===== config.mk =====
export PLATFORM = sky130hd
export DESIGN_NAME = midpoint_circle_rasterizer_flat
export DESIGN_NICKNAME = d
export VERILOG_FILES = /design/src/design/mcr_pkg.sv /design/src/design/mcr_in_if.sv /design/src/design/mcr_out_if.sv /design/src/design/mcr_cfg_if.sv /design/src/design/mcr_front.sv /design/src/design/mcr_queue.sv /design/src/design/mcr_back.sv /design/src/design/midpoint_circle_rasterizer.sv /design/src/flat_wrapper.sv
export SDC_FILE = /design/constraint.sdc
export NUM_CORES = 1
export LEC_CHECK = 0
export BUFFER_PORTS_ARGS = -buffer_cell sky130_fd_sc_hd__buf_4
export CAP_MARGIN = 15
export CORE_UTILIZATION = 62
export CTS_CLUSTER_DIAMETER = 120
export DETAILED_ROUTE_END_ITERATION = 6
export MAX_ROUTING_LAYER = met4
export PLACE_DENSITY_LB_ADDON = 0.1
export SLEW_MARGIN = 0
export SYNTH_ARGS = -nofsm -noshare
export SYNTH_HDL_FRONTEND = slang
export SYNTH_SLANG_ARGS = --single-unit

===== constraint.sdc =====
create_clock -name clk -period 9.3 [get_ports clk]
set_input_delay 1.86 -clock clk [delete_from_list [all_inputs] [get_ports clk]]
set_output_delay 1.86 -clock clk [all_outputs]
set_load 0.005 [all_outputs]

===== src/design/mcr_pkg.sv =====
// shared types and constants of the midpoint circle rasterizer
// no dependencies; imported by the channel interfaces and every module but mcr_queue
`default_nettype none
package mcr_pkg;

  localparam int PITCH_W    = 15;
  localparam int SCREEN_W   = 13;
  localparam int OFFSET_W   = 26;
  localparam int COLOR_W    = 32;
  localparam int CFG_IDX_W  = 2;
  localparam int CFG_DATA_W = 16;

  // writes per arc point, and the width of the counter that walks them
  localparam int STEPS_PER_POINT = 8;
  localparam int OCT_W           = $clog2(STEPS_PER_POINT);

  localparam logic [PITCH_W-1:0]  PITCH_RESET  = 15'd4096;
  localparam logic [SCREEN_W-1:0] WIDTH_RESET  = 13'd1024;
  localparam logic [SCREEN_W-1:0] HEIGHT_RESET = 13'd768;

  localparam logic KIND_START = 1'b0;
  localparam logic KIND_STEP  = 1'b1;

  typedef enum logic [CFG_IDX_W-1:0] {
    REG_PITCH  = 2'd0,
    REG_WIDTH  = 2'd1,
    REG_HEIGHT = 2'd2
  } mcr_reg_t;

  typedef struct packed {
    logic [PITCH_W-1:0]  pitch;
    logic [SCREEN_W-1:0] width;
    logic [SCREEN_W-1:0] height;
  } mcr_cfg_t;

endpackage
`default_nettype wire


===== src/design/mcr_in_if.sv =====
// request channel into the rasterizer: start and step items
// depends on mcr_pkg
`default_nettype none
interface mcr_in_if #(parameter int COORD_BITS = 12) ();
  import mcr_pkg::*;

  logic                  valid;
  logic                  ready;
  logic                  kind;
  logic [COORD_BITS-1:0] center_x;
  logic [COORD_BITS-1:0] center_y;
  logic [COORD_BITS-2:0] radius;
  logic [COLOR_W-1:0]    color;

  modport source (output valid, kind, center_x, center_y, radius, color, input ready);
  modport sink   (input valid, kind, center_x, center_y, radius, color, output ready);
endinterface
`default_nettype wire


===== src/design/mcr_out_if.sv =====
// pixel write channel out of the rasterizer
// depends on mcr_pkg
`default_nettype none
interface mcr_out_if #(parameter int COORD_BITS = 12) ();
  import mcr_pkg::*;

  logic                         valid;
  logic                         ready;
  logic signed [COORD_BITS+1:0] pixel_x;
  logic signed [COORD_BITS+1:0] pixel_y;
  logic [OFFSET_W-1:0]          byte_offset;
  logic [COLOR_W-1:0]           pixel_value;
  logic                         in_bounds;
  logic                         last_of_step;
  logic                         circle_done;

  modport source (output valid, pixel_x, pixel_y, byte_offset, pixel_value, in_bounds,
                  last_of_step, circle_done, input ready);
  modport sink   (input valid, pixel_x, pixel_y, byte_offset, pixel_value, in_bounds,
                  last_of_step, circle_done, output ready);
endinterface
`default_nettype wire


===== src/design/mcr_cfg_if.sv =====
// register write channel of the rasterizer
// depends on mcr_pkg
`default_nettype none
interface mcr_cfg_if ();
  import mcr_pkg::*;

  logic                  valid;
  logic                  ready;
  logic [CFG_IDX_W-1:0]  reg_index;
  logic [CFG_DATA_W-1:0] wr_data;

  modport source (output valid, reg_index, wr_data, input ready);
  modport sink   (input valid, reg_index, wr_data, output ready);
endinterface
`default_nettype wire


===== src/design/mcr_front.sv =====
// front end: takes requests, keeps the arc state, queues one job per drawing step
// depends on mcr_pkg and mcr_in_if
`default_nettype none
module mcr_front #(
  parameter int COORD_BITS = 12
) (
  input  wire logic                                  clk,
  input  wire logic                                  rst_n,
  mcr_in_if.sink                                     in_ch,
  output logic                                       push_valid,
  input  wire logic                                  push_ready,
  output logic [4*COORD_BITS+mcr_pkg::COLOR_W:0]     push_data
);
  import mcr_pkg::*;

  localparam int C  = COORD_BITS;
  localparam int EW = COORD_BITS + 2;

  logic signed [C-1:0]  x_r, x_nxt, y_r, y_nxt;
  logic signed [EW-1:0] err_r, err_nxt;
  logic [C-1:0]         cx_r, cx_nxt, cy_r, cy_nxt;
  logic [COLOR_W-1:0]   color_r, color_nxt;
  logic                 active_r, active_nxt;

  logic                 accept;
  logic signed [C-1:0]  y_inc, x_step;
  logic signed [EW-1:0] ye, xe, err_step;
  logic                 done_step;

  assign in_ch.ready = push_ready;
  assign accept      = in_ch.valid && in_ch.ready;

  // one midpoint step from the current arc point
  always_comb begin
    y_inc = y_r + C'(1);
    ye    = EW'(y_inc);
    if (err_r[EW-1]) begin
      x_step   = x_r;
      xe       = EW'(x_step);
      err_step = err_r + (ye <<< 1) + EW'(1);
    end else begin
      x_step   = x_r - C'(1);
      xe       = EW'(x_step);
      err_step = err_r + ((ye - xe + EW'(1)) <<< 1);
    end
    done_step = x_step < y_inc;
  end

  always_comb begin
    x_nxt      = x_r;
    y_nxt      = y_r;
    err_nxt    = err_r;
    cx_nxt     = cx_r;
    cy_nxt     = cy_r;
    color_nxt  = color_r;
    active_nxt = active_r;
    push_valid = 1'b0;
    if (accept) begin
      if (in_ch.kind == KIND_START) begin
        cx_nxt     = in_ch.center_x;
        cy_nxt     = in_ch.center_y;
        x_nxt      = C'(in_ch.radius);
        y_nxt      = '0;
        err_nxt    = EW'(1) - EW'(in_ch.radius);
        color_nxt  = in_ch.color;
        active_nxt = 1'b1;
      end else if (active_r) begin
        if (x_r < y_r) begin
          active_nxt = 1'b0;
        end else begin
          push_valid = 1'b1;
          x_nxt      = x_step;
          y_nxt      = y_inc;
          err_nxt    = err_step;
          active_nxt = !done_step;
        end
      end
    end
  end

  assign push_data = {done_step, color_r, cy_r, cx_r, y_r, x_r};

  always_ff @(posedge clk) begin
    if (!rst_n) begin
      x_r      <= '0;
      y_r      <= '0;
      err_r    <= '0;
      cx_r     <= '0;
      cy_r     <= '0;
      color_r  <= '0;
      active_r <= 1'b0;
    end else begin
      x_r      <= x_nxt;
      y_r      <= y_nxt;
      err_r    <= err_nxt;
      cx_r     <= cx_nxt;
      cy_r     <= cy_nxt;
      color_r  <= color_nxt;
      active_r <= active_nxt;
    end
  end

`ifndef SYNTHESIS
  a_final_step_stops: assert property (@(posedge clk) disable iff (!rst_n)
    (push_valid && done_step) |=> !active_r)
    else $error("circle still active after its final step");
`endif

endmodule
`default_nettype wire


===== src/design/mcr_queue.sv =====
// short job queue between front and back end
// no package dependencies
`default_nettype none
module mcr_queue #(
  parameter int WIDTH = 81,
  parameter int DEPTH = 2
) (
  input  wire logic             clk,
  input  wire logic             rst_n,
  input  wire logic             push_valid,
  output logic                  push_ready,
  input  wire logic [WIDTH-1:0] push_data,
  output logic                  pop_valid,
  input  wire logic             pop_ready,
  output logic [WIDTH-1:0]      pop_data
);

  localparam int PTR_W = (DEPTH > 1) ? $clog2(DEPTH) : 1;
  localparam int CNT_W = $clog2(DEPTH + 1);

  logic [WIDTH-1:0] mem_r [DEPTH];
  logic [PTR_W-1:0] wr_ptr_r, wr_ptr_nxt, rd_ptr_r, rd_ptr_nxt;
  logic [CNT_W-1:0] cnt_r, cnt_nxt;
  logic             do_push, do_pop;

  assign push_ready = cnt_r < CNT_W'(DEPTH);
  assign pop_valid  = cnt_r != '0;
  assign pop_data   = mem_r[rd_ptr_r];
  assign do_push    = push_valid && push_ready;
  assign do_pop     = pop_valid && pop_ready;

  always_comb begin
    wr_ptr_nxt = wr_ptr_r;
    rd_ptr_nxt = rd_ptr_r;
    cnt_nxt    = cnt_r;
    if (do_push) begin
      wr_ptr_nxt = (wr_ptr_r == PTR_W'(DEPTH - 1)) ? '0 : wr_ptr_r + PTR_W'(1);
    end
    if (do_pop) begin
      rd_ptr_nxt = (rd_ptr_r == PTR_W'(DEPTH - 1)) ? '0 : rd_ptr_r + PTR_W'(1);
    end
    if (do_push && !do_pop) begin
      cnt_nxt = cnt_r + CNT_W'(1);
    end else if (do_pop && !do_push) begin
      cnt_nxt = cnt_r - CNT_W'(1);
    end
  end

  always_ff @(posedge clk) begin
    if (do_push) begin
      mem_r[wr_ptr_r] <= push_data;
    end
  end

  always_ff @(posedge clk) begin
    if (!rst_n) begin
      wr_ptr_r <= '0;
      rd_ptr_r <= '0;
      cnt_r    <= '0;
    end else begin
      wr_ptr_r <= wr_ptr_nxt;
      rd_ptr_r <= rd_ptr_nxt;
      cnt_r    <= cnt_nxt;
    end
  end

`ifndef SYNTHESIS
  a_cnt_bound: assert property (@(posedge clk) disable iff (!rst_n)
    cnt_r <= CNT_W'(DEPTH))
    else $error("queue count beyond depth");
  a_push_only_grows: assert property (@(posedge clk) disable iff (!rst_n)
    (do_push && !do_pop) |=> cnt_r == $past(cnt_r) + CNT_W'(1))
    else $error("queue count did not grow on push");
`endif

endmodule
`default_nettype wire


===== src/design/mcr_back.sv =====
// back end: walks the eight symmetric writes of a job, bounds check and byte offset
// depends on mcr_pkg and mcr_out_if
`default_nettype none
module mcr_back #(
  parameter int COORD_BITS      = 12,
  parameter int BYTES_PER_PIXEL = 4
) (
  input  wire logic                                  clk,
  input  wire logic                                  rst_n,
  input  wire mcr_pkg::mcr_cfg_t                     cfg,
  input  wire logic                                  pop_valid,
  output logic                                       pop_ready,
  input  wire logic [4*COORD_BITS+mcr_pkg::COLOR_W:0] pop_data,
  mcr_out_if.source                                  out_ch
);
  import mcr_pkg::*;

  localparam int C     = COORD_BITS;
  localparam int EW    = COORD_BITS + 2;
  localparam int JOB_W = 4 * COORD_BITS + COLOR_W + 1;
  localparam int CMPW  = (EW > SCREEN_W) ? EW : SCREEN_W;

  logic [JOB_W-1:0]     job_r, job_nxt;
  logic                 busy_r, busy_nxt;
  logic [OCT_W-1:0]     k_r, k_nxt;

  logic                 s1_v_r, s1_v_nxt;
  logic signed [EW-1:0] s1_px_r, s1_px_nxt, s1_py_r, s1_py_nxt;
  logic                 s1_inb_r, s1_inb_nxt, s1_last_r, s1_last_nxt, s1_done_r, s1_done_nxt;
  logic [COLOR_W-1:0]   s1_color_r, s1_color_nxt;

  logic                 out_v_r, out_v_nxt;
  logic signed [EW-1:0] out_px_r, out_px_nxt, out_py_r, out_py_nxt;
  logic [OFFSET_W-1:0]  out_off_r, out_off_nxt;
  logic [COLOR_W-1:0]   out_color_r, out_color_nxt;
  logic                 out_inb_r, out_inb_nxt, out_last_r, out_last_nxt;
  logic                 out_done_r, out_done_nxt;

  logic                 out_adv, s1_adv, gen, finishing, do_pop, last_k;
  logic signed [EW-1:0] xe, ye, cxe, cye, ga_px, ga_py;
  logic                 ga_inb;
  logic [OFFSET_W-1:0]  off_calc;

  assign out_adv   = !out_v_r || out_ch.ready;
  assign s1_adv    = !s1_v_r || out_adv;
  assign gen       = busy_r && s1_adv;
  assign last_k    = k_r == OCT_W'(STEPS_PER_POINT - 1);
  assign finishing = gen && last_k;
  assign pop_ready = !busy_r || finishing;
  assign do_pop    = pop_valid && pop_ready;

  // job fields: {done, color, cy, cx, y, x}
  always_comb begin
    xe  = EW'($signed(job_r[C-1:0]));
    ye  = EW'($signed(job_r[2*C-1:C]));
    cxe = EW'(job_r[3*C-1:2*C]);
    cye = EW'(job_r[4*C-1:3*C]);
    unique case (k_r)
      3'd0: begin ga_px = cxe + xe; ga_py = cye + ye; end
      3'd1: begin ga_px = cxe + ye; ga_py = cye + xe; end
      3'd2: begin ga_px = cxe - xe; ga_py = cye + ye; end
      3'd3: begin ga_px = cxe - ye; ga_py = cye + xe; end
      3'd4: begin ga_px = cxe - xe; ga_py = cye - ye; end
      3'd5: begin ga_px = cxe - ye; ga_py = cye - xe; end
      3'd6: begin ga_px = cxe + xe; ga_py = cye - ye; end
      3'd7: begin ga_px = cxe + ye; ga_py = cye - xe; end
    endcase
    ga_inb = !ga_px[EW-1] && !ga_py[EW-1] &&
             (CMPW'($unsigned(ga_px)) < CMPW'(cfg.width)) &&
             (CMPW'($unsigned(ga_py)) < CMPW'(cfg.height));
  end

  // row times pitch plus bytes per pixel times column, wrapping
  assign off_calc = OFFSET_W'($unsigned(s1_py_r)) * OFFSET_W'(cfg.pitch) +
                    OFFSET_W'($unsigned(s1_px_r)) * OFFSET_W'(BYTES_PER_PIXEL);

  always_comb begin
    job_nxt  = do_pop ? pop_data : job_r;
    busy_nxt = busy_r;
    k_nxt    = k_r;
    if (do_pop) begin
      busy_nxt = 1'b1;
    end else if (finishing) begin
      busy_nxt = 1'b0;
    end
    if (gen) begin
      k_nxt = last_k ? '0 : k_r + OCT_W'(1);
    end

    s1_v_nxt     = s1_v_r;
    s1_px_nxt    = s1_px_r;
    s1_py_nxt    = s1_py_r;
    s1_inb_nxt   = s1_inb_r;
    s1_last_nxt  = s1_last_r;
    s1_done_nxt  = s1_done_r;
    s1_color_nxt = s1_color_r;
    if (s1_adv) begin
      s1_v_nxt     = busy_r;
      s1_px_nxt    = ga_px;
      s1_py_nxt    = ga_py;
      s1_inb_nxt   = ga_inb;
      s1_last_nxt  = last_k;
      s1_done_nxt  = last_k && job_r[JOB_W-1];
      s1_color_nxt = job_r[4*C+COLOR_W-1:4*C];
    end

    out_v_nxt     = out_v_r;
    out_px_nxt    = out_px_r;
    out_py_nxt    = out_py_r;
    out_off_nxt   = out_off_r;
    out_color_nxt = out_color_r;
    out_inb_nxt   = out_inb_r;
    out_last_nxt  = out_last_r;
    out_done_nxt  = out_done_r;
    if (out_adv) begin
      out_v_nxt     = s1_v_r;
      out_px_nxt    = s1_px_r;
      out_py_nxt    = s1_py_r;
      out_off_nxt   = s1_inb_r ? off_calc : '0;
      out_color_nxt = s1_color_r;
      out_inb_nxt   = s1_inb_r;
      out_last_nxt  = s1_last_r;
      out_done_nxt  = s1_done_r;
    end
  end

  always_ff @(posedge clk) begin
    job_r       <= job_nxt;
    s1_px_r     <= s1_px_nxt;
    s1_py_r     <= s1_py_nxt;
    s1_inb_r    <= s1_inb_nxt;
    s1_last_r   <= s1_last_nxt;
    s1_done_r   <= s1_done_nxt;
    s1_color_r  <= s1_color_nxt;
    out_px_r    <= out_px_nxt;
    out_py_r    <= out_py_nxt;
    out_off_r   <= out_off_nxt;
    out_color_r <= out_color_nxt;
    out_inb_r   <= out_inb_nxt;
    out_last_r  <= out_last_nxt;
    out_done_r  <= out_done_nxt;
  end

  always_ff @(posedge clk) begin
    if (!rst_n) begin
      busy_r  <= 1'b0;
      k_r     <= '0;
      s1_v_r  <= 1'b0;
      out_v_r <= 1'b0;
    end else begin
      busy_r  <= busy_nxt;
      k_r     <= k_nxt;
      s1_v_r  <= s1_v_nxt;
      out_v_r <= out_v_nxt;
    end
  end

  assign out_ch.valid        = out_v_r;
  assign out_ch.pixel_x      = out_px_r;
  assign out_ch.pixel_y      = out_py_r;
  assign out_ch.byte_offset  = out_off_r;
  assign out_ch.pixel_value  = out_color_r;
  assign out_ch.in_bounds    = out_inb_r;
  assign out_ch.last_of_step = out_last_r;
  assign out_ch.circle_done  = out_done_r;

`ifndef SYNTHESIS
  a_idle_counter_home: assert property (@(posedge clk) disable iff (!rst_n)
    !busy_r |-> k_r == '0)
    else $error("write counter not at zero while idle");
  a_pop_starts_job: assert property (@(posedge clk) disable iff (!rst_n)
    do_pop |=> busy_r && k_r == '0)
    else $error("popped job did not start at its first write");
  a_done_is_last: assert property (@(posedge clk) disable iff (!rst_n)
    (out_v_r && out_done_r) |-> out_last_r)
    else $error("circle done flagged off the last write of a step");
`endif

endmodule
`default_nettype wire


===== src/design/midpoint_circle_rasterizer.sv =====
// top level of the midpoint circle rasterizer: config registers, front, queue, back
// depends on mcr_pkg, mcr_in_if, mcr_out_if, mcr_cfg_if, mcr_front, mcr_queue, mcr_back
//
// channel   dir  payload                                          request means
// in_ch     in   kind, center_x, center_y, radius, color          start or step a circle
// out_ch    out  pixel_x, pixel_y, byte_offset, pixel_value,      one pixel write
//                in_bounds, last_of_step, circle_done
// cfg_ch    in   reg_index, wr_data                               one register write
//
// a step that draws yields eight writes, one per cycle while out_ch does not stall,
//   paced by the back end's write counter; each write passes stage s1, then the output register
// start requests and steps that draw nothing yield no writes
// sync reset loads pitch 4096, width 1024, height 768 and leaves no circle active
// out_ch stalls freeze the back end; in_ch.ready drops only while the job queue is full
// cfg_ch.ready is always high
`default_nettype none
module midpoint_circle_rasterizer #(
  parameter int COORD_BITS      = 12,
  parameter int BYTES_PER_PIXEL = 4,
  parameter int QUEUE_DEPTH     = 2
) (
  input  wire logic clk,
  input  wire logic rst_n,
  mcr_in_if.sink    in_ch,
  mcr_out_if.source out_ch,
  mcr_cfg_if.sink   cfg_ch
);
  import mcr_pkg::*;

  // job carries one arc point: {done, color, cy, cx, y, x}
  localparam int JOB_W = 4 * COORD_BITS + COLOR_W + 1;

  mcr_cfg_t cfg_r, cfg_nxt;

  logic             push_valid, push_ready, pop_valid, pop_ready;
  logic [JOB_W-1:0] push_data, pop_data;

  // register writes; an index past the list is dropped
  assign cfg_ch.ready = 1'b1;

  always_comb begin
    cfg_nxt = cfg_r;
    if (cfg_ch.valid && cfg_ch.ready) begin
      unique case (mcr_reg_t'(cfg_ch.reg_index))
        REG_PITCH:  cfg_nxt.pitch  = cfg_ch.wr_data[PITCH_W-1:0];
        REG_WIDTH:  cfg_nxt.width  = cfg_ch.wr_data[SCREEN_W-1:0];
        REG_HEIGHT: cfg_nxt.height = cfg_ch.wr_data[SCREEN_W-1:0];
        default:    cfg_nxt = cfg_r;
      endcase
    end
  end

  always_ff @(posedge clk) begin
    if (!rst_n) begin
      cfg_r.pitch  <= PITCH_RESET;
      cfg_r.width  <= WIDTH_RESET;
      cfg_r.height <= HEIGHT_RESET;
    end else begin
      cfg_r <= cfg_nxt;
    end
  end

  // front: arc state and midpoint step, one request per cycle while the job queue has room
  mcr_front #(
    .COORD_BITS (COORD_BITS)
  ) u_front (
    .clk        (clk),
    .rst_n      (rst_n),
    .in_ch      (in_ch),
    .push_valid (push_valid),
    .push_ready (push_ready),
    .push_data  (push_data)
  );

  // decouples request intake from the burst of eight writes per job
  mcr_queue #(
    .WIDTH (JOB_W),
    .DEPTH (QUEUE_DEPTH)
  ) u_queue (
    .clk        (clk),
    .rst_n      (rst_n),
    .push_valid (push_valid),
    .push_ready (push_ready),
    .push_data  (push_data),
    .pop_valid  (pop_valid),
    .pop_ready  (pop_ready),
    .pop_data   (pop_data)
  );

  // back: eight symmetric writes per job, bounds and offset, output register
  mcr_back #(
    .COORD_BITS      (COORD_BITS),
    .BYTES_PER_PIXEL (BYTES_PER_PIXEL)
  ) u_back (
    .clk       (clk),
    .rst_n     (rst_n),
    .cfg       (cfg_r),
    .pop_valid (pop_valid),
    .pop_ready (pop_ready),
    .pop_data  (pop_data),
    .out_ch    (out_ch)
  );

endmodule
`default_nettype wire

===== src/flat_wrapper.sv =====
// flat-port wrapper written by rule: the top's interface ports become plain ports
module midpoint_circle_rasterizer_flat import mcr_pkg::*;
#(
  parameter int COORD_BITS      = 12,
  parameter int BYTES_PER_PIXEL = 4,
  parameter int QUEUE_DEPTH     = 2
)
  (clk, rst_n, in_ch_valid, in_ch_kind, in_ch_center_x, in_ch_center_y, in_ch_radius, in_ch_color, in_ch_ready, out_ch_valid, out_ch_pixel_x, out_ch_pixel_y, out_ch_byte_offset, out_ch_pixel_value, out_ch_in_bounds, out_ch_last_of_step, out_ch_circle_done, out_ch_ready, cfg_ch_valid, cfg_ch_reg_index, cfg_ch_wr_data, cfg_ch_ready);
  mcr_in_if #(.COORD_BITS(COORD_BITS)) in_ch_i ();
  mcr_out_if #(.COORD_BITS(COORD_BITS)) out_ch_i ();
  mcr_cfg_if cfg_ch_i ();
  input  wire logic clk;
  input  wire logic rst_n;
  input wire logic [$bits(in_ch_i.valid)-1:0] in_ch_valid;
  input wire logic [$bits(in_ch_i.kind)-1:0] in_ch_kind;
  input wire logic [$bits(in_ch_i.center_x)-1:0] in_ch_center_x;
  input wire logic [$bits(in_ch_i.center_y)-1:0] in_ch_center_y;
  input wire logic [$bits(in_ch_i.radius)-1:0] in_ch_radius;
  input wire logic [$bits(in_ch_i.color)-1:0] in_ch_color;
  output wire logic [$bits(in_ch_i.ready)-1:0] in_ch_ready;
  output wire logic [$bits(out_ch_i.valid)-1:0] out_ch_valid;
  output wire logic [$bits(out_ch_i.pixel_x)-1:0] out_ch_pixel_x;
  output wire logic [$bits(out_ch_i.pixel_y)-1:0] out_ch_pixel_y;
  output wire logic [$bits(out_ch_i.byte_offset)-1:0] out_ch_byte_offset;
  output wire logic [$bits(out_ch_i.pixel_value)-1:0] out_ch_pixel_value;
  output wire logic [$bits(out_ch_i.in_bounds)-1:0] out_ch_in_bounds;
  output wire logic [$bits(out_ch_i.last_of_step)-1:0] out_ch_last_of_step;
  output wire logic [$bits(out_ch_i.circle_done)-1:0] out_ch_circle_done;
  input wire logic [$bits(out_ch_i.ready)-1:0] out_ch_ready;
  input wire logic [$bits(cfg_ch_i.valid)-1:0] cfg_ch_valid;
  input wire logic [$bits(cfg_ch_i.reg_index)-1:0] cfg_ch_reg_index;
  input wire logic [$bits(cfg_ch_i.wr_data)-1:0] cfg_ch_wr_data;
  output wire logic [$bits(cfg_ch_i.ready)-1:0] cfg_ch_ready;
  assign in_ch_i.valid = in_ch_valid;
  assign in_ch_i.kind = in_ch_kind;
  assign in_ch_i.center_x = in_ch_center_x;
  assign in_ch_i.center_y = in_ch_center_y;
  assign in_ch_i.radius = in_ch_radius;
  assign in_ch_i.color = in_ch_color;
  assign in_ch_ready = in_ch_i.ready;
  assign out_ch_valid = out_ch_i.valid;
  assign out_ch_pixel_x = out_ch_i.pixel_x;
  assign out_ch_pixel_y = out_ch_i.pixel_y;
  assign out_ch_byte_offset = out_ch_i.byte_offset;
  assign out_ch_pixel_value = out_ch_i.pixel_value;
  assign out_ch_in_bounds = out_ch_i.in_bounds;
  assign out_ch_last_of_step = out_ch_i.last_of_step;
  assign out_ch_circle_done = out_ch_i.circle_done;
  assign out_ch_i.ready = out_ch_ready;
  assign cfg_ch_i.valid = cfg_ch_valid;
  assign cfg_ch_i.reg_index = cfg_ch_reg_index;
  assign cfg_ch_i.wr_data = cfg_ch_wr_data;
  assign cfg_ch_ready = cfg_ch_i.ready;
  midpoint_circle_rasterizer #(.COORD_BITS(COORD_BITS), .BYTES_PER_PIXEL(BYTES_PER_PIXEL), .QUEUE_DEPTH(QUEUE_DEPTH)) u_core (.clk(clk), .rst_n(rst_n), .in_ch(in_ch_i), .out_ch(out_ch_i), .cfg_ch(cfg_ch_i));
endmodule

# Word-level counts from Yosys, hierarchy flattened
# Memory sizes are Yosys's and may differ from the RTL's. A register that Yosys moved wholly into a read port is not among the register bits.
# Cells that the tools add are included.
[word_totals]
reg_bits = 298
ram_bits = 162
in_bits = 91
out_inout_bits = 92
word_cells = 140
mem_count = 1
[memory_table]
columns = ["memory", "words", "width", "read_ports", "rd_clocked_by_memory_dff", "wr", "line", "source"]
rows = [
  ["u_core.u_queue.mem_r", 2, 81, 1, 1, 1, "mcr_queue.sv:21", "logic [WIDTH-1:0] mem_r [DEPTH];"],
]
[op_classes]
n_addsub = 22
mul = 1
magnitude_cmp = 5
n_eq_ne = 11
muxes = 29
bitwise_logic = 1
reduce_logical = 40
[ops]
columns = ["cell", "n"]
rows = [
  ["case mux 14 bit (4 select lines)", 2],
  ["two-way mux 12 bit", 7],
  ["adder 13 x 12 -> 14 bit", 4],
  ["two-way mux 14 bit", 4],
  ["subtractor 13 x 12 -> 14 bit", 4],
  ["less-than comparator 14 x 13 -> 1 bit", 2],
  ["adder 26 x 16 -> 26 bit", 1],
  ["multiplier 14 x 15 -> 26 bit", 1],
  ["less-than comparator 12 bit", 2],
  ["OR reduction 2 bit", 8],
  ["adder 14 x 13 -> 14 bit", 1],
  ["adder 14 bit", 1],
  ["adder 14 x 2 -> 14 bit (second input constant)", 1],
  ["adder 13 x 2 -> 13 bit (second input constant)", 1],
  ["two-way mux 1 bit", 13],
  ["subtractor 12 x 12 -> 13 bit", 1],
  ["adder 12 x 2 -> 12 bit (second input constant)", 1],
  ["equality test 3 bit (second input constant)", 4],
  ["subtractor 1 x 11 -> 12 bit (first input constant)", 1],
  ["subtractor 12 x 2 -> 12 bit (second input constant)", 1],
  ["logical AND 1 bit", 11],
  ["zero test 1 bit", 8],
  ["AND reduction 2 bit", 4],
  ["equality test 3 x 2 -> 1 bit (second input constant)", 2],
  ["other kinds (18)", 24],
]

# Longest topological paths before layout
# Gate-level depths: netlist of the first run.
[depth]
ltp_word = 10
ltp_mapped = 24
mapped_depth_nobuf = 24

# Modules after synthesis
# Synthesis of the first run repeated with hierarchy kept, for this count alone.
[unflattened]
hier_cells = 2827
hier_area_um2 = 31823.0
[modules_own_cells]
columns = ["module", "instances", "cells_per_inst", "area_each_um2", "seq_area_each_um2"]
rows = [
  ["mcr_back", 1, 1525, 17399.2, 7116.8],
  ["mcr_front", 1, 866, 6697.7, 1901.8],
  ["mcr_queue", 1, 275, 6099.6, 4964.8],
  ["midpoint_circle_rasterizer", 1, 161, 1626.6, 820.8],
]

# Least setup slack after synthesis of the first run
# No wires, ideal clock.
[synth_path]
kind = "input to register"
start = "input out_ch_ready"
end = "register u_core.u_queue.cnt_r[1]"
setup_time_ps = 76
arrival_ps = 8301
t_required_ps = 9224
path_slack_ps = 923
stages = 9
n_path_buf = 0
cell_sequence = "nor2b_1 > nand2_1 > a21boi_0 > nor2_1 > inv_1 > ha_1 > xor2_1 > or3_1 > a21boi_0"
[synth_via]
elab_chain_len = 9
word_cells_on_any_way = 11
classes_between = "1 x mux; 10 x reduce/logical"
[synth_rtl]
columns = ["item", "line", "source"]
rows = [
  ["start: declaration", "flat_wrapper.sv:29", "input wire logic [$bits(out_ch_i.ready)-1:0] out_ch_ready;"],
  ["logical OR 1 bit (*)", "mcr_back.sv:44", "assign out_adv = !out_v_r || out_ch.ready;"],
  ["logical OR 1 bit (*)", "mcr_back.sv:45", "assign s1_adv = !s1_v_r || out_adv;"],
  ["logical AND 1 bit (*)", "mcr_back.sv:46", "assign gen = busy_r && s1_adv;"],
  ["logical AND 1 bit (*)", "mcr_back.sv:48", "assign finishing = gen && last_k;"],
  ["logical OR 1 bit (*)", "mcr_back.sv:49", "assign pop_ready = !busy_r || finishing;"],
  ["logical AND 1 bit (*)", "mcr_queue.sv:30", "assign do_pop = pop_valid && pop_ready;"],
  ["zero test 1 bit", "mcr_queue.sv:42", "if (do_push && !do_pop) begin"],
  ["logical AND 1 bit", "mcr_queue.sv:42", ""],
  ["two-way mux 2 bit / nonzero test 2 bit (equally long branches)", "-", ""],
  ["end signal: assignment", "mcr_queue.sv:63", "cnt_r <= cnt_nxt;"],
  ["end: declaration", "mcr_queue.sv:23", "logic [CNT_W-1:0] cnt_r, cnt_nxt;"],
]
# Every way passes the cells marked *; elsewhere a longest branch is shown, timed or not.
# A chain may end at the register's enable or synchronous reset.

# Worst setup path after layout of the first run
[layout_path]
start = "register u_core.u_back.s1_py_r[4]"
end = "register u_core.u_back.out_off_r[24], in the netlist u_core.u_back.out_ch.byte_offset[24], data pin"
[layout_via]
elab_chain_len = 2
[layout_rtl]
columns = ["item", "line", "source"]
rows = [
  ["start: declaration", "mcr_back.sv:28", "logic signed [EW-1:0] s1_px_r, s1_px_nxt, s1_py_r, s1_py_nxt;"],
  ["start signal: assignment", "mcr_back.sv:130", "s1_py_r <= s1_py_nxt;"],
  ["multiplier 14 x 15 -> 26 bit", "mcr_back.sv:74", "assign off_calc = OFFSET_W'($unsigned(s1_py_r)) * OFFSET_W'(cfg.pitch) +"],
  ["adder 26 x 16 -> 26 bit", "mcr_back.sv:74", ""],
  ["end signal: assignment", "mcr_back.sv:137", "out_off_r <= out_off_nxt;"],
  ["end: declaration", "mcr_back.sv:34", "logic [OFFSET_W-1:0] out_off_r, out_off_nxt;"],
]
# No other way between the ends.

==> results of run 1 <==
power by group through the flow:
stage	registers, uW	logic, uW	clock network, uW
3_5_place_dp	3740	4830	0
5_1_grt	3750	5510	2390
6_report	3700	4880	2260
4_1_cts	3700	4890	2290
3_3_place_gp	3730	4620	0
2_1_floorplan	3510	3560	0
logic make-up after synthesis:
family | after synthesis
simple gates | 806
flops | 541
compound gates | 468
buf+inv | 420
fa+ha+maj | 375
xor+xnor | 124
mux | 91
other cells | 1
cell type report:
| cell class | instances | area, sq um |
|---|---|---|
| diodes | 2 | 5.00 |
| clock buffers | 64 | 1420 |
| clock inverters | 38 | 454 |
| fillers | 3671 | 14900 |
| inverters | 311 | 1170 |
| multi-input cells | 1865 | 15100 |
| flip-flops and latches | 541 | 14800 |
| well taps | 672 | 841 |
| repair buffers | 199 | 1510 |
worst max-delay path, cell delays in order, from the launching register on:
cell,delay [ns]
edfxtp_1,0.64
and2_1,0.30
fa_1,0.54
inv_1,0.06
fa_1,0.52
inv_1,0.06
fa_1,0.50
inv_1,0.05
fa_1,0.48
inv_1,0.06
fa_1,0.53
inv_1,0.05
fa_1,0.52
inv_1,0.04
ha_1,0.24
nor3_1,0.16
o211ai_1,0.16
a41oi_1,0.71
o311ai_0,0.41
a21oi_1,0.39
o21ai_0,0.16
a31oi_1,0.24
xor2_1,0.17
nor2_1,0.05
stage by stage:
step | setup slack (ns) | area [sq um] | util | cells | hold slack (ns)
finish | 2.01 | 35300 | 0.703 | 3692 | 0.415
CTS | 2.07 | 35300 | 0.703 | 3689 | 0.416
global placement | 2.19 | 33400 | 0.665 | 3587 | 0.400
global route | 1.80 | 35300 | 0.703 | 3690 | 0.420
detailed placement | 2.14 | 33400 | 0.665 | 3587 | 0.405
floorplan | 0.923 | 31500 | - | 2826 | 0.400
routing by layer:
metal  GRT usage  vias up  wire [microns]
met3      0.0525      168            4350
met5           -        -               0
li1            -     9909               -
met4       0.108        0            2510
met2       0.490      623           35700
met1       0.348    10300           29100
path summary, 6_finish.rpt:
kind	from	end	slack, ns	cells after the start
worst max register to register	u_core.u_back.s1_py_r[4]	u_core.u_back.out_ch.byte_offset[24]	2.01	23
worst max-delay path	u_core.u_back.s1_py_r[4]	u_core.u_back.out_ch.byte_offset[24]	2.01	23
worst min-delay path	u_core.u_back.job_r[50]	u_core.u_back.s1_color_r[2]	0.41	0
worst min register to register	u_core.u_back.job_r[50]	u_core.u_back.s1_color_r[2]	0.41	0
synth_stat cells, types with 9 or more instances:
| library cell | count |
|---|---|
| edfxtp_1 | 395 |
| nand2_1 | 376 |
| inv_1 | 310 |
| ha_1 | 204 |
| fa_1 | 171 |
| and2_1 | 149 |
| dfxtp_1 | 146 |
| a21boi_0 | 108 |
| a21oi_1 | 100 |
| nor2_1 | 99 |
| clkbuf_1 | 94 |
| o21ai_0 | 85 |
| xnor2_1 | 84 |
| mux2_2 | 83 |
| nor3_1 | 48 |
| xor2_1 | 40 |
| nor2b_1 | 26 |
| a21o_1 | 22 |
| nand3_1 | 22 |
| o211ai_1 | 20 |
| o21a_1 | 18 |
| or3_1 | 14 |
| a31oi_1 | 13 |
| nand2b_1 | 13 |
| a211oi_1 | 12 |
| and3_1 | 11 |
| o21bai_1 | 11 |
| or2_2 | 10 |
| a221oi_1 | 9 |
registers in the layout, indices dropped and copies added (netlist names), 2 cells and up:
name	flops
u_core.u_queue.mem_r	162
u_core.u_back.job_r	81
u_core.cfg_r	41
u_core.u_back.out_ch.pixel_value	32
u_core.u_back.s1_color_r	32
u_core.u_front.color_r	32
u_core.u_back.out_ch.byte_offset	26
u_core.u_back.out_ch.pixel_x	14
u_core.u_back.out_ch.pixel_y	14
u_core.u_back.s1_px_r	14
u_core.u_back.s1_py_r	14
u_core.u_front.err_r	14
u_core.u_front.cx_r	12
u_core.u_front.cy_r	12
u_core.u_front.x_r	12
u_core.u_front.y_r	12
u_core.u_back.k_r	3
u_core.u_queue.cnt_r	2
==> out/metrics.cfg, run 1 <==
[yosys]
muxShareOfSynthArea = 0.0322
synth_area_sq_um = 31500
synthSimpleGateAreaFrac = 0.123
syn_avg_cell_area_sq_um = 11.1
yosys_register_bits = 541
synth_async_sr_flop_share = 0
synth_cell_types = 87
synthFlopType = edfxtp_1
synth.area.top_cells = edfxtp_1 38%, fa_1 11%, dfxtp_1 9.3%
synth_compound_area_frac = 0.0990
yosys.area_share.xor_xnor = 0.0345
yosysSeqAreaShare = 0.469
ys_warn_count = 0
synth_adder_area_share = 0.190
synth_top_area_cell = edfxtp_1
synth_top_area_frac = 0.376
synth_edf_count = 395
synthesis.nets = 3292
synth_top_family_by_area = adder cells
syn_inst = 2826

[timing]
worst_pin_slew_ns = 1.20
setup_violations = 0
fmax_mhz = 137
clock_skew_ns = 0.0746
maxSlewViolCount = 0
maxSlewHeadroom = 0.202
timing.setup.tns_ns = 0
min_period_over_period = 0.784
report.final.hold_viol_count = 0
rsz0062_at_grt = no
min_period_ns = 7.29

[die]
row_count = 82
io_pins = 183
coreArea_sq_um = 50200
die_x_microns = 227
dieArea_sq_um = 51700
die_y_microns = 227
initial_core_util = 0.628

[critical_path]
path_class = register to register
worstPathMaxFanout = 16
critPathLaunchType = register
arrival_ns = 7.68
cp.required_ns = 9.68
end_kind = register

[cells_and_area]
drive_above_1_share = 0.137
layout_commonest_cell = edfxtp_1
synthToLayoutAreaGrowth_pct = 12.0
layout_common_cells = 395 x edfxtp_1, 374 x nand2_1, 309 x inv_1, 204 x ha_1, 198 x buf_4
fin_nets = 3438

[grt]
antenna_found_initial = 1
track_usage = 0.291
grt_pass1_wl_microns = 112000
grt_max_degree = 94
overflow = 0
grt_pass1_vias = 21600

[pwr]
p_sw_uw = 4200
switching_share = 0.387
internal_power_uw = 6650
finalPower_uw = 10800
p_leak_uw = 0.0145
ir_worst_vdd_v = 0.000161
seq_power_share = 0.342
clock_power_share = 0.208
power_density_nw_per_um2 = 307
comb_power_share = 0.450

[place]
dp_hpwl_microns = 51200
place_congestion = 0.910
port-buffer-count = 180

[outcome]
run_status = finished, final reports clean

[clock_network]
clkTransAtPathRegs_ns = 0.06
clock_path_buffers = 3
htreeDepth = 2
numCtsBuffers = 54
cts_tree = yes
cts_root_buf = clkbuf_16
postCtsHoldBufs = 0
ctsResizeCount = 0
cts.sinks = 541
postCtsSetupBuffers = 0
insertion_delay_ns = 0.65

[route]
wl_microns = 71600
avgViaCountPerCell = 5.70
final_antenna_net_count = 0
num_vias = 21000
dr.pass1.iters = 6
wl_per_cell_microns = 19.4
drc_errors = 0
drt_iter0_markers = 1538

[hold_path]
min_path_type = register to register

[job]
cap_violations = 0

Power figures use the tool's default switching activity.
==> run 2: changes to the inputs <==
- ABC_AREA: default -> 1
- clock period: 9.3 -> 7.6 ns (I/O delays scaled with it)
==> run 2 against run 1 <==
- clock-buffer cell count grew 1
- final cell count grew 19%
- sequential cell count did not move
- die area up 2.0%
- critical path type unchanged
==> out/metrics.cfg, run 2 <==
[die]
row_count = 83  ; +1.2%
die_x_microns = 230  ; +0.98%
dieArea_sq_um = 52700  ; +2.0%
io_pins = 183  ; unchanged
coreArea_sq_um = 51300  ; +2.3%
initial_core_util = 0.626  ; -0.00168
die_y_microns = 230  ; +0.98%

[yosys]
synthesis.nets = 3992  ; +21%
synth_area_sq_um = 32100  ; +2.0%
synth.area.top_cells = edfxtp_1 37%, nand2_1 11%, fa_1 11%
netlist_top_cells_count = 932 x nand2_1, 595 x inv_1, 395 x edfxtp_1, 236 x a21oi_1, 204 x ha_1
synth_compound_area_frac = 0.0798  ; -0.0193
yosys.area_share.xor_xnor = 0.0191  ; -0.0154
yosysMostFrequentCell = nand2_1
synth_top_area_frac = 0.369  ; -0.00732
yosysSeqAreaShare = 0.460  ; -0.00912
ys_warn_count = 0  ; unchanged
synthSimpleGateAreaFrac = 0.171  ; +0.0483
synth_top_family_by_area = adder cells
syn_avg_cell_area_sq_um = 9.11  ; -18%
synthFlopType = edfxtp_1
synth_cell_types = 48  ; -45%
muxShareOfSynthArea = 0  ; -0.0322
synth_top_area_cell = edfxtp_1
synth_edf_count = 395  ; unchanged
yosys_register_bits = 541  ; unchanged
syn_inst = 3526  ; +25%
synth_async_sr_flop_share = 0  ; unchanged
synth_adder_area_share = 0.186  ; -0.00369

[critical_path]
rr_endpoint = u_core.u_back.out_ch.byte_offset[17]
cp.required_ns = 7.98  ; -1.70 ns
path_class = register to register
rr_startpoint = u_core.u_back.s1_py_r[4]
r2r_cells = 23  ; unchanged
end_kind = register
critPathLaunchType = register
arrival_ns = 6.78  ; -0.90 ns
worstPathMaxFanout = 16  ; unchanged
rrSetupSlack_ns = 1.20  ; -0.81 ns

[clock_network]
numCtsBuffers = 53  ; -1.9%
clock_path_buffers = 3  ; unchanged
cts_root_buf = clkbuf_16
cts.sinks = 541  ; unchanged
postCtsSetupBuffers = 0  ; unchanged
insertion_delay_ns = 0.62  ; -0.03 ns
ctsResizeCount = 0  ; unchanged
htreeDepth = 2  ; unchanged
cts_tree = yes
clkTransAtPathRegs_ns = 0.07  ; about the same
postCtsHoldBufs = 0  ; unchanged

[timing]
min_period_over_period = 0.842  ; +0.0579
report.final.hold_viol_count = 0  ; unchanged
setup_ws_ns = 1.20  ; -0.807 ns
maxSlewViolCount = 0  ; unchanged
clock_skew_ns = 0.0328  ; -0.0418 ns
rsz0062_at_grt = no
maxSlewHeadroom = 0.240  ; +0.0380
fmax_mhz = 156  ; +14%
whs_ns = 0.399  ; -0.0164 ns
timing.setup.tns_ns = 0  ; unchanged
setup_violations = 0  ; unchanged
min_period_ns = 6.40  ; -0.893 ns
worst_pin_slew_ns = 1.13  ; -0.0645 ns

[grt]
grt_max_degree = 84  ; -11%
overflow = 0  ; unchanged
antenna_found_initial = 0  ; -1
grt_pass1_vias = 24600  ; +14%
track_usage = 0.327  ; +0.0363
grt_pass1_wl_microns = 130000  ; +16%

[cells_and_area]
regMostFlops = u_core.u_queue.mem_r
ff_latch_area_sq_um = 14800  ; about the same
fillers = 3907  ; +6.4%
n_antenna_cell = 0  ; -2
largest_reg_flops = 162  ; unchanged
reg_top3 = u_core.u_queue.mem_r x162, u_core.u_back.job_r x81, u_core.cfg_r x41
multi_input_area_sq_um = 14700  ; -2.7%
drive_above_1_share = 0.0829  ; -0.0542
layout_common_cells = 930 x nand2_1, 594 x inv_1, 395 x edfxtp_1, 235 x a21oi_1, 204 x ha_1
synthToLayoutAreaGrowth_pct = 11.8
layout_commonest_cell = nand2_1
fin_nets = 4135  ; +20%

[route]
wl_per_cell_microns = 18.9  ; -2.8%
dr.pass1.iters = 5  ; -1
wl_microns = 82900  ; +16%
drc_errors = 0  ; unchanged
final_antenna_net_count = 0  ; unchanged
num_vias = 24600  ; +17%
avgViaCountPerCell = 5.61  ; -1.6%
drt_iter0_markers = 1936  ; +26%

[job]
cap_violations = 0  ; unchanged

[hold_path]
worstHoldEndpoint = u_core.u_back.out_ch.pixel_value[31]
hold_depth = 0  ; unchanged
min_path_type = register to register
min_from = u_core.u_back.s1_color_r[31]

[place]
port-buffer-count = 180  ; unchanged
dp_hpwl_microns = 59600  ; +16%
place_congestion = 0.956  ; +5.0%
dp_slack_ns = 1.28  ; -0.861 ns

[outcome]
run_status = finished, final reports clean

==> run 2: cell count changes after synthesis, sizes merged, moves of 58 or more <==
cell	previous run	this run
a21boi	109	3
a21oi	100	236
and2	149	3
inv	310	599
mux2	83	0
nand2	377	937
nand3	22	158
nor2	102	199
o21ai	88	150
xnor2	84	26
==> run 2: routing by layer <==
layer / vias up / part of all wire / wire length [microns] / track usage
met1: 11900 / 0.40 / 32900 / 0.398
met5: - / 0 / 0 / -
met4: 0 / 0.047 / 3860 / 0.149
li1: 11600 / - / - / -
met2: 920 / 0.50 / 41200 / 0.548
met3: 220 / 0.059 / 4910 / 0.0379
==> run 2: worst max-delay path by stage <==
stage | startpoint | end | slack (ns) | cells past startpoint
after floorplan | out_ch_ready | u_core.u_queue.cnt_r[1] | 0.87 | 10
after global placement | u_core.u_back.s1_py_r[4] | u_core.u_back.out_ch.byte_offset[20] | 1.44 | 24
after detailed placement | u_core.u_back.s1_py_r[4] | u_core.u_back.out_ch.byte_offset[17] | 1.28 | 23
after CTS | u_core.u_back.s1_py_r[4] | u_core.u_back.out_ch.byte_offset[17] | 1.25 | 23
after global routing | u_core.u_back.s1_py_r[4] | u_core.u_back.out_ch.byte_offset[17] | 0.95 | 23
final | u_core.u_back.s1_py_r[4] | u_core.u_back.out_ch.byte_offset[17] | 1.20 | 23
==> run 2: worst max-delay path, stage by stage, from the launching register on <==
cell and delay [ns]:
edfxtp_1 0.72, nand2_1 0.19, inv_1 0.07, fa_1 0.54, inv_1 0.07, fa_1 0.52
inv_1 0.06, fa_1 0.51, inv_1 0.05, fa_1 0.47, inv_1 0.06, fa_1 0.56
inv_1 0.06, fa_1 0.54, inv_1 0.08, ha_1 0.39, nand2_1 0.12, o21ai_0 0.32
a21oi_1 0.13, o21ai_0 0.32, a21o_1 0.18, nand2_1 0.05, nand2_1 0.06, nor2_1 0.05
==> run 2: cells by family (layout without fill, tap and decap cells) <==
kind of cell,Yosys count,after routing
other,1,1
XOR/XNOR,70,70
AND/OR/NAND/NOR,1357,1357
flip-flops,541,541
AO/OA/AOI/OAI,471,471
adder cells (fa/ha/maj),375,375
buffers and inverters,711,899
==> run 2: cell type report <==
cell class / instances / share of cell area
sequential: 541 / 0.412
multi-input combinational: 2274 / 0.409
inverter: 602 / 0.0629
timing repair buffer: 197 / 0.0412
clock buffer: 65 / 0.0399
tap: 680 / 0.0237
clock inverter: 35 / 0.0116
==> run 2: stage by stage <==
stage,cells,utilization,instance area [sq um]
after CTS,4394,0.700,35900
after detailed placement,4294,0.664,34100
after global placement,4294,0.664,34100
after floorplan,3526,-,32100
final,4394,0.700,35900
after global routing,4394,0.700,35900
Power of run 2 is not shown: default switching activity piles up to over one toggle a cycle in this logic, so the estimate is an artifact.
